File: src/design/pntpc_pkg.sv
// ----------------------------------------------------------------------------
// pntpc_pkg
// Types, register codes and arithmetic constants shared by the per-neighbor
// transmit power control block.
// ----------------------------------------------------------------------------
package pntpc_pkg;

  localparam int APB_ADDR_W = 5;
  localparam int APB_DATA_W = 32;

  // Register indexes (byte address / 4).
  localparam logic [2:0] REG_MAX_POWER   = 3'd0;
  localparam logic [2:0] REG_MIN_POWER   = 3'd1;
  localparam logic [2:0] REG_LCN_FLOOR   = 3'd2;
  localparam logic [2:0] REG_LCN_MODE    = 3'd3;
  localparam logic [2:0] REG_TARGET_RSSI = 3'd4;
  localparam logic [2:0] REG_HYSTERESIS  = 3'd5;
  localparam logic [2:0] REG_POWER_STEP  = 3'd6;

  // Result status codes.
  localparam logic [1:0] ST_EXISTING = 2'd0;
  localparam logic [1:0] ST_NEW      = 2'd1;
  localparam logic [1:0] ST_FULL     = 2'd2;

  // EWMA weights: the old average keeps 205/256, the sample brings 51/256.
  // The sample weight is pre-scaled by 256 for the x256 fixed point.
  localparam int SUM_W = 26;
  localparam logic signed [8:0]  EWMA_KEEP  = 9'sd205;
  localparam logic signed [15:0] EWMA_NEW_X = 16'sd13056;

  typedef struct packed {
    logic signed [5:0] max_power;
    logic signed [5:0] min_power;
    logic signed [5:0] lcn_floor;
    logic              lcn_mode;
    logic signed [7:0] target_rssi;
    logic [5:0]        hysteresis;
    logic [3:0]        power_step;
  } cfg_t;

  typedef struct packed {
    logic load;
    logic scan;
    logic fetch;
    logic mul;
    logic add;
    logic commit;
  } dp_cmd_t;

  typedef struct packed {
    logic scan_last;
  } dp_status_t;

  // Signed x256 value to whole units, truncated toward zero.
  function automatic logic signed [7:0] trunc256(input logic signed [15:0] v);
    logic signed [16:0] t;
    begin
      t = (v < 0) ? (17'(v) + 17'sd255) : 17'(v);
      trunc256 = 8'(t >>> 8);
    end
  endfunction

endpackage

File: src/design/pntpc_regs.sv
// ----------------------------------------------------------------------------
// pntpc_regs
// APB configuration register file with read-back.
// ----------------------------------------------------------------------------
module pntpc_regs
  import pntpc_pkg::*;
(
  input  logic                  clk,
  input  logic                  rst,
  input  logic                  psel,
  input  logic                  penable,
  input  logic                  pwrite,
  input  logic [APB_ADDR_W-1:0] paddr,
  input  logic [APB_DATA_W-1:0] pwdata,
  output logic [APB_DATA_W-1:0] prdata,
  output cfg_t                  cfg
);

  logic       wr_en;
  logic [2:0] reg_idx;

  assign reg_idx = paddr[APB_ADDR_W-1:2];
  assign wr_en   = psel && penable && pwrite;

  always_ff @(posedge clk) begin
    if (rst) begin
      cfg.max_power   <= 6'sd0;
      cfg.min_power   <= -6'sd24;
      cfg.lcn_floor   <= -6'sd15;
      cfg.lcn_mode    <= 1'b0;
      cfg.target_rssi <= -8'sd85;
      cfg.hysteresis  <= 6'd6;
      cfg.power_step  <= 4'd1;
    end else if (wr_en) begin
      case (reg_idx)
        REG_MAX_POWER:   cfg.max_power   <= $signed(pwdata[5:0]);
        REG_MIN_POWER:   cfg.min_power   <= $signed(pwdata[5:0]);
        REG_LCN_FLOOR:   cfg.lcn_floor   <= $signed(pwdata[5:0]);
        REG_LCN_MODE:    cfg.lcn_mode    <= pwdata[0];
        REG_TARGET_RSSI: cfg.target_rssi <= $signed(pwdata[7:0]);
        REG_HYSTERESIS:  cfg.hysteresis  <= pwdata[5:0];
        REG_POWER_STEP:  cfg.power_step  <= pwdata[3:0];
        default: ;
      endcase
    end
  end

  always_comb begin
    prdata = '0;
    case (reg_idx)
      REG_MAX_POWER:   prdata[5:0] = cfg.max_power;
      REG_MIN_POWER:   prdata[5:0] = cfg.min_power;
      REG_LCN_FLOOR:   prdata[5:0] = cfg.lcn_floor;
      REG_LCN_MODE:    prdata[0]   = cfg.lcn_mode;
      REG_TARGET_RSSI: prdata[7:0] = cfg.target_rssi;
      REG_HYSTERESIS:  prdata[5:0] = cfg.hysteresis;
      REG_POWER_STEP:  prdata[3:0] = cfg.power_step;
      default:         prdata      = '0;
    endcase
  end

endmodule

File: src/design/pntpc_ctrl.sv
// ----------------------------------------------------------------------------
// pntpc_ctrl
// Sequencer: table scan, entry fetch, EWMA multiply, add, commit.
// ----------------------------------------------------------------------------
module pntpc_ctrl
  import pntpc_pkg::*;
(
  input  logic       clk,
  input  logic       rst,
  input  logic       start,
  output logic       busy,
  input  dp_status_t dp_status,
  output dp_cmd_t    dp_cmd
);

  localparam logic [2:0] S_IDLE   = 3'd0;
  localparam logic [2:0] S_SCAN   = 3'd1;
  localparam logic [2:0] S_DRAIN  = 3'd2;
  localparam logic [2:0] S_FETCH  = 3'd3;
  localparam logic [2:0] S_MUL    = 3'd4;
  localparam logic [2:0] S_ADD    = 3'd5;
  localparam logic [2:0] S_COMMIT = 3'd6;

  logic [2:0] state;
  logic [2:0] state_next;

  assign busy = (state != S_IDLE);

  always_ff @(posedge clk) begin
    if (rst) begin
      state <= S_IDLE;
    end else begin
      state <= state_next;
    end
  end

  always_comb begin
    state_next = state;
    dp_cmd     = '0;
    case (state)
      S_IDLE: begin
        if (start) begin
          dp_cmd.load = 1'b1;
          state_next  = S_SCAN;
        end
      end
      S_SCAN: begin
        dp_cmd.scan = 1'b1;
        if (dp_status.scan_last) begin
          state_next = S_DRAIN;
        end
      end
      // The compare of the last slot happens here, in the cycle after its read.
      S_DRAIN: state_next = S_FETCH;
      S_FETCH: begin
        dp_cmd.fetch = 1'b1;
        state_next   = S_MUL;
      end
      S_MUL: begin
        dp_cmd.mul = 1'b1;
        state_next = S_ADD;
      end
      S_ADD: begin
        dp_cmd.add = 1'b1;
        state_next = S_COMMIT;
      end
      S_COMMIT: begin
        dp_cmd.commit = 1'b1;
        state_next    = S_IDLE;
      end
      default: state_next = S_IDLE;
    endcase
  end

endmodule

File: src/design/pntpc_dp.sv
// ----------------------------------------------------------------------------
// pntpc_dp
// Neighbor table memories, scan compare, EWMA arithmetic and power stepping.
// ----------------------------------------------------------------------------
module pntpc_dp
  import pntpc_pkg::*;
#(
  parameter int NEIGHBOR_SLOTS = 32,
  parameter int ADDR_BITS      = 64
) (
  input  logic              clk,
  input  logic              rst,
  input  cfg_t              cfg,
  input  dp_cmd_t           dp_cmd,
  output dp_status_t        dp_status,
  input  logic              req_type,
  input  logic [63:0]       neighbor_addr,
  input  logic signed [7:0] rssi_sample,
  output logic              done,
  output logic signed [7:0] link_power,
  output logic [1:0]        status,
  output logic signed [7:0] smoothed_rssi
);

  localparam int IDX_W = (NEIGHBOR_SLOTS > 1) ? $clog2(NEIGHBOR_SLOTS) : 1;
  localparam logic [IDX_W-1:0] LAST_IDX = IDX_W'(NEIGHBOR_SLOTS - 1);

  logic [ADDR_BITS-1:0]    addr_mem  [NEIGHBOR_SLOTS];
  logic signed [15:0]      rssi_mem  [NEIGHBOR_SLOTS];
  logic signed [7:0]       power_mem [NEIGHBOR_SLOTS];
  logic [NEIGHBOR_SLOTS-1:0] slot_used;

  // Latched request.
  logic                 req_query;
  logic [ADDR_BITS-1:0] req_addr;
  logic signed [7:0]    req_sample;

  // Scan pipeline.
  logic [IDX_W-1:0]     scan_idx;
  logic [IDX_W-1:0]     cmp_idx;
  logic                 cmp_vld;
  logic [ADDR_BITS-1:0] rd_addr;
  logic                 hit;
  logic [IDX_W-1:0]     hit_idx;
  logic                 free_found;
  logic [IDX_W-1:0]     free_idx;
  logic [IDX_W-1:0]     sel_idx;
  logic                 is_new;
  logic                 is_full;

  // Arithmetic stages.
  logic signed [15:0]      rd_rssi;
  logic signed [7:0]       rd_pow;
  logic signed [15:0]      avg_cur;
  logic signed [7:0]       pow_cur;
  logic signed [SUM_W-1:0] prod;
  logic signed [SUM_W-1:0] sterm;
  logic signed [SUM_W-1:0] sum;
  logic signed [SUM_W-1:0] sum_adj;
  logic signed [15:0]      avg_new;

  // Commit logic.
  logic signed [7:0] avg_whole;
  logic signed [9:0] err;
  logic signed [9:0] half_band;
  logic signed [8:0] p_dec;
  logic signed [8:0] p_inc;
  logic signed [8:0] floor_p;
  logic signed [8:0] max_p;
  logic signed [8:0] p_new;

  assign dp_status.scan_last = (scan_idx == LAST_IDX);
  assign sel_idx = hit ? hit_idx : free_idx;
  assign is_new  = !hit && free_found;
  assign is_full = !hit && !free_found;

  always_ff @(posedge clk) begin
    if (dp_cmd.load) begin
      req_query  <= req_type;
      req_addr   <= neighbor_addr[ADDR_BITS-1:0];
      req_sample <= rssi_sample;
    end
  end

  always_ff @(posedge clk) begin
    if (rst) begin
      scan_idx   <= '0;
      cmp_vld    <= 1'b0;
      hit        <= 1'b0;
      free_found <= 1'b0;
    end else begin
      cmp_vld <= dp_cmd.scan;
      if (dp_cmd.load) begin
        scan_idx   <= '0;
        hit        <= 1'b0;
        free_found <= 1'b0;
      end else begin
        if (dp_cmd.scan && !dp_status.scan_last) begin
          scan_idx <= scan_idx + 1'b1;
        end
        if (cmp_vld) begin
          if (slot_used[cmp_idx] && (rd_addr == req_addr) && !hit) begin
            hit <= 1'b1;
          end
          if (!slot_used[cmp_idx] && !free_found) begin
            free_found <= 1'b1;
          end
        end
      end
    end
  end

  always_ff @(posedge clk) begin
    if (dp_cmd.scan) begin
      rd_addr <= addr_mem[scan_idx];
      cmp_idx <= scan_idx;
    end
    if (cmp_vld) begin
      if (slot_used[cmp_idx] && (rd_addr == req_addr) && !hit) begin
        hit_idx <= cmp_idx;
      end
      if (!slot_used[cmp_idx] && !free_found) begin
        free_idx <= cmp_idx;
      end
    end
  end

  always_ff @(posedge clk) begin
    if (dp_cmd.fetch) begin
      rd_rssi <= rssi_mem[sel_idx];
      rd_pow  <= power_mem[sel_idx];
    end
  end

  // A new entry starts at the target RSSI and the maximum power.
  always_ff @(posedge clk) begin
    if (dp_cmd.mul) begin
      avg_cur <= is_new ? {cfg.target_rssi, 8'h00} : rd_rssi;
      pow_cur <= is_new ? 8'(cfg.max_power) : rd_pow;
      prod    <= SUM_W'(is_new ? $signed({cfg.target_rssi, 8'h00}) : rd_rssi)
                 * SUM_W'(EWMA_KEEP);
      sterm   <= SUM_W'(req_sample) * SUM_W'(EWMA_NEW_X);
    end
  end

  assign sum     = prod + sterm;
  assign sum_adj = (sum < 0) ? (sum + SUM_W'(255)) : sum;

  always_ff @(posedge clk) begin
    if (dp_cmd.add) begin
      avg_new <= req_query ? avg_cur : 16'(sum_adj >>> 8);
    end
  end

  assign avg_whole = trunc256(avg_new);
  assign err       = 10'(avg_whole) - 10'(cfg.target_rssi);
  assign half_band = $signed({5'b0, cfg.hysteresis[5:1]});
  assign max_p     = 9'(cfg.max_power);
  assign floor_p   = cfg.lcn_mode ? 9'(cfg.lcn_floor) : 9'(cfg.min_power);
  assign p_dec     = 9'(pow_cur) - $signed({5'b0, cfg.power_step});
  assign p_inc     = 9'(pow_cur) + $signed({5'b0, cfg.power_step});

  always_comb begin
    p_new = 9'(pow_cur);
    if (!req_query) begin
      if (err > half_band) begin
        p_new = (p_dec < floor_p) ? floor_p : p_dec;
      end else if (err < -half_band) begin
        p_new = (p_inc > max_p) ? max_p : p_inc;
      end
    end
  end

  always_ff @(posedge clk) begin
    if (dp_cmd.commit && !is_full) begin
      rssi_mem[sel_idx]  <= avg_new;
      power_mem[sel_idx] <= p_new[7:0];
      if (is_new) begin
        addr_mem[sel_idx] <= req_addr;
      end
    end
  end

  always_ff @(posedge clk) begin
    if (rst) begin
      slot_used <= '0;
      done      <= 1'b0;
    end else begin
      done <= dp_cmd.commit;
      if (dp_cmd.commit && is_new) begin
        slot_used[sel_idx] <= 1'b1;
      end
    end
  end

  always_ff @(posedge clk) begin
    if (dp_cmd.commit) begin
      if (is_full) begin
        link_power    <= 8'(cfg.max_power);
        status        <= ST_FULL;
        smoothed_rssi <= '0;
      end else begin
        link_power    <= p_new[7:0];
        status        <= is_new ? ST_NEW : ST_EXISTING;
        smoothed_rssi <= avg_whole;
      end
    end
  end

endmodule

File: src/design/per_neighbor_tx_power_control_top.sv
// ----------------------------------------------------------------------------
// per_neighbor_tx_power_control_top
// Per-neighbor transmit power control with a smoothed RSSI per neighbor.
// ----------------------------------------------------------------------------
// Usage:
//   Registers are to be written over the APB port only while the block is
//   idle (not enforced); pready is always high; reads return register values.
//   A request transfer happens on a clock edge with start high and busy low.
//   req_type, neighbor_addr and rssi_sample are sampled at that edge.
//   The table is scanned one slot per cycle through the address memory's
//   single read port; then the last compare, the entry fetch, the EWMA
//   multiply, the add and the commit follow, and the result is registered
//   at the commit. busy stays high until that result is shown; a new
//   request can be taken in the cycle in which the previous result is
//   shown, and not while busy is high.
//   Each result is shown for exactly one cycle with done high; the receiver
//   takes it in that cycle and cannot stall it.
//   Reset marks all table entries unused and restores the register defaults; no
//   clearing pass is needed, so the block is ready right after reset.
// ----------------------------------------------------------------------------
module per_neighbor_tx_power_control_top
  import pntpc_pkg::*;
#(
  parameter int NEIGHBOR_SLOTS = 32,
  parameter int ADDR_BITS      = 64
) (
  input  logic                  clk,
  input  logic                  rst,
  input  logic                  psel,
  input  logic                  penable,
  input  logic                  pwrite,
  input  logic [APB_ADDR_W-1:0] paddr,
  input  logic [APB_DATA_W-1:0] pwdata,
  output logic [APB_DATA_W-1:0] prdata,
  output logic                  pready,
  input  logic                  start,
  output logic                  busy,
  input  logic                  req_type,
  input  logic [63:0]           neighbor_addr,
  input  logic signed [7:0]     rssi_sample,
  output logic                  done,
  output logic signed [7:0]     link_power,
  output logic [1:0]            status,
  output logic signed [7:0]     smoothed_rssi
);

  cfg_t       cfg;
  dp_cmd_t    dp_cmd;
  dp_status_t dp_status;

  assign pready = 1'b1;

  pntpc_regs u_regs (
    .clk     (clk),
    .rst     (rst),
    .psel    (psel),
    .penable (penable),
    .pwrite  (pwrite),
    .paddr   (paddr),
    .pwdata  (pwdata),
    .prdata  (prdata),
    .cfg     (cfg)
  );

  pntpc_ctrl u_ctrl (
    .clk       (clk),
    .rst       (rst),
    .start     (start),
    .busy      (busy),
    .dp_status (dp_status),
    .dp_cmd    (dp_cmd)
  );

  pntpc_dp #(
    .NEIGHBOR_SLOTS (NEIGHBOR_SLOTS),
    .ADDR_BITS      (ADDR_BITS)
  ) u_dp (
    .clk           (clk),
    .rst           (rst),
    .cfg           (cfg),
    .dp_cmd        (dp_cmd),
    .dp_status     (dp_status),
    .req_type      (req_type),
    .neighbor_addr (neighbor_addr),
    .rssi_sample   (rssi_sample),
    .done          (done),
    .link_power    (link_power),
    .status        (status),
    .smoothed_rssi (smoothed_rssi)
  );

endmodule

File: config.mk
export PLATFORM = sky130hd
export DESIGN_NAME = per_neighbor_tx_power_control_top
export DESIGN_NICKNAME = d
export VERILOG_FILES = /design/src/design/pntpc_pkg.sv /design/src/design/pntpc_regs.sv /design/src/design/pntpc_ctrl.sv /design/src/design/pntpc_dp.sv /design/src/design/per_neighbor_tx_power_control_top.sv
export SDC_FILE = /design/constraint.sdc
export NUM_CORES = 2
export LEC_CHECK = 0
export BUFFER_PORTS_ARGS = -buffer_cell sky130_fd_sc_hd__buf_2
export CAP_MARGIN = 20
export CORE_UTILIZATION = 36
export CTS_BUF_LIST = sky130_fd_sc_hd__clkbuf_8 sky130_fd_sc_hd__clkbuf_16
export CTS_CLUSTER_DIAMETER = 100
export CTS_CLUSTER_SIZE = 12
export DETAILED_ROUTE_END_ITERATION = 10
export PLACE_DENSITY = 0.54
export SYNTH_ARGS = -nofsm -noshare
export SYNTH_HDL_FRONTEND = slang
export SYNTH_SLANG_ARGS = --single-unit
File: constraint.sdc
create_clock -name clk -period 5.4 [get_ports clk]
set_input_delay 0.81 -clock clk [delete_from_list [all_inputs] [get_ports clk]]
set_output_delay 0.81 -clock clk [all_outputs]
set_load 0.1 [all_outputs]
==> results.tsv <==
metric	value	unit
worst skew pair latency	0.92	ns
drt total wl	331	mm
met3 Usage GRT	0.0241	
DP HPWL	176	mm
clk root buf	clkbuf_16	
number of cell rows	217	
multi-input logic area	31100	um2
final net count	6756	
Worst Setup Start Kind	register	
GP Congestion	0.803	
Hold Vio Cnt, Final	0	
worst hold path type	in2reg	
CTS clk-pin slew, worst paths	0.06	ns
Hold WS	0.0743	ns
GR peak layer	met2	
GRT Total Usage	0.184	
unrepaired setup endpoints after global routing	false	
Worst VDD drop	224	uV
number of synthesized flops with an enable pin	3091	
hold path startpoint	neighbor_addr[10]	
CTS Buffer Depth	4	
Sink Count	3172	
R2R setup slack	0.29	ns
initial detailed-routing violation count	6595	
Area growth syn-to-layout	13.3	%
worst r2r src	u_dp.avg_new[7]	
PwrDens	341	nW/um2
max_cap viols	0	
Worst R2R Path Depth	21	
Max Slew Vio Count	0	
Avg Inst Size Synth	21.3	um2
Largest stage delay, worst path	0.42	ns
layout cells sized above 1	0.272	
kind of critical path	reg2reg	
CTS tree	yes	
WP buf/inv	2	
met1 Use GR	0.265	
global-route wire length before repair	471	mm
CP Max Fanout	32	
Final min period	5.11	ns
starting density of the core	0.362	
vias post-DR	61062	
Seq/Total Area, Yosys	0.745	
number of buffers added on ports	117	
Post-synth top flop	edfxtp_1	
Num CTS Buffers	304	
H-tree depth	5	
wire length per cell	30.0	um
Cells after Synth	5964	
Worst Hold End	u_dp.req_addr[10]	
GRT Residual Overflow	0	
antenna-violating nets left	0	
Via density	5.52	
critical path depth	21	
Die ar.	355000	um2
R2R Path End	u_dp.power_mem[2][6]	
crit-path cells	nor4_2 > a21oi_1 > xnor2_1 > ha_1 > fa_1 > nor2b_1 > o21a_1 > nor2_1 > xnor2_1 > ha_1 > or3_1 > o21ai_0 > a21oi_1 > o311ai_2 > nand4b_1 > nand3_1 > buf_4 > o211ai_1 > a211oi_1 > a21oi_2 > buf_12	
Top Ports	169	
most frequent cells in the layout	3,091 x edfxtp_1, 844 x mux4_2, 309 x clkbuf_16	
Layout fillers	30492	
Worst setup EP type	register	
commonest non-fill, non-tap cell in the layout	edfxtp_1	
worst path required time	6.02	ns
count of cell types in the netlist	82	
Worst path slowest cell	edfxtp_1	
DR pass1 iterations	5	
Final Power	49.0	mW
Die X	596	um
met2 usage	0.301	
worst setup margin	0.292	ns
status	complete, no violations	
largest net degree at the start of global routing	153	
hold path cells	1	
LEAKAGE	44.8	nW
Post-synth ARST share	0	
Worst Clk Skew	0.0848	ns
number of global-route vias before repair	63342	
Yosys reg bits	3172	
Post-CTS Setup Bufs	0	
FF/Latch Area	94500	um2
Crit path max-delay family	compound AO/OA/AOI/OAI gates	
Arrival @ worst endpoint	5.73	ns
fmax	196	MHz
Setup WS pre-CTS	-0.0514	ns
Synth warnings	0	
Die Span Y	596	um
period utilization	0.946	
Finish-stage setup viols	0	
Slew @ Worst Pin	1.15	ns
core box area	350000	um2
Post-route DRC	0	
headroom to the max-slew limit	0.232	
initial antenna violation count	16	
Synth Cell Area	127000	um2
cell families (layout without fill, tap and decap cells):
group / after synthesis / in the layout / share of synthesized area
multiplexers: 971 / 971 / 0.161
other: 2 / 28 / 0.0000592
AND/OR/NAND/NOR: 564 / 564 / 0.0210
buffers and inverters: 490 / 963 / 0.0161
AO/OA/AOI/OAI: 379 / 379 / 0.0208
adder cells (fa/ha/maj): 231 / 231 / 0.0261
flip-flops: 3172 / 3172 / 0.745
XOR/XNOR: 155 / 155 / 0.0107
report_power, final:
| group | switching (mW) | internal (mW) | leakage [nW] | total, mW |
|---|---|---|---|---|
| Clock | 8.80 | 10.2 | 4.07 | 19.0 |
| Sequential | 0.108 | 27.1 | 28.5 | 27.2 |
| Combinational | 1.63 | 1.16 | 12.3 | 2.79 |
| Total | 10.5 | 38.4 | 44.8 | 49.0 |
what timing repair did:
item	4_1_cts	5_1_grt
pin swaps	0	1
hold endpoints to repair	3	0
resized for setup	1	10
setup endpoints to repair	32	166
hold buffers	3	0
metrics by stage:
| step | setup TNS (ns) | area (um2) | std cells | util |
|---|---|---|---|---|
| floorplan | -29.36 | 127000 | 5987 | - |
| global placement | 0 | 135000 | 10692 | 0.387 |
| detailed placement | -1.60 | 135000 | 10695 | 0.387 |
| CTS | 0 | 144000 | 11055 | 0.410 |
| global route | 0 | 144000 | 11062 | 0.411 |
| finish | 0 | 144000 | 11062 | 0.411 |
synth_stat cells, types with 22 or more instances:
| cell type | number | area [um2] |
|---|---|---|
| and3_1 | 29 | 181 |
| a22oi_1 | 88 | 661 |
| edfxtp_1 | 3091 | 92800 |
| nor2b_1 | 22 | 138 |
| nand2_1 | 91 | 342 |
| mux2_2 | 71 | 800 |
| mux2i_1 | 53 | 531 |
| o21ai_0 | 62 | 310 |
| nand4_1 | 32 | 200 |
| a21oi_1 | 70 | 350 |
| buf_4 | 27 | 203 |
| ha_1 | 175 | 2190 |
| inv_1 | 207 | 777 |
| dfxtp_1 | 81 | 1620 |
| xor2_1 | 66 | 578 |
| buf_2 | 67 | 335 |
| fa_1 | 56 | 1120 |
| nor2_1 | 239 | 897 |
| xnor2_1 | 89 | 780 |
| nor3_1 | 27 | 135 |
| and2_1 | 26 | 163 |
| mux4_2 | 844 | 19000 |
| nand3_1 | 38 | 190 |
| clkbuf_1 | 168 | 631 |
flip-flops by register name, indices dropped and copies added (netlist names), 26 cells and up:
signal	count
u_dp.power_mem	256
u_dp.rd_addr	64
u_dp.rssi_mem	512
u_dp.req_addr	64
u_dp.addr_mem	2048
u_dp.prod	26
u_dp.slot_used	32
u_regs.cfg	37
cell type report:
class / count / area share
multi-input cells: 2325 / 0.216
repair buffers: 397 / 0.0242
diodes: 3 / 0.0000523
flip-flops and latches: 3172 / 0.657
clock buffers: 309 / 0.0538
well taps: 4599 / 0.0401
clock inverters: 48 / 0.00260
inverters: 209 / 0.00548
layer usage:
metal	up-vias	wire length, um
li1	25261	-
met1	33572	146000
met2	1839	161000
met3	388	17500
met4	2	6720
met5	-	13
worst max-delay path by stage:
| stage | endpoint | startpoint | slack [ns] |
|---|---|---|---|
| 2_1_floorplan | u_dp.power_mem[0][2] | u_dp.avg_new[7] | -0.46 |
| 3_3_place_gp | u_dp.prod[25] | u_dp.hit | 0.10 |
| 3_5_place_dp | u_dp.power_mem[31][3] | u_dp.avg_new[7] | -0.05 |
| 4_1_cts | u_dp.power_mem[12][4] | u_dp.avg_new[7] | 0.004 |
| 5_1_grt | u_dp.power_mem[31][3] | u_dp.avg_new[7] | 0.009 |
| 6_report | u_dp.power_mem[2][6] | u_dp.avg_new[7] | 0.29 |
Note: power is estimated with default switching activity, not from simulation.
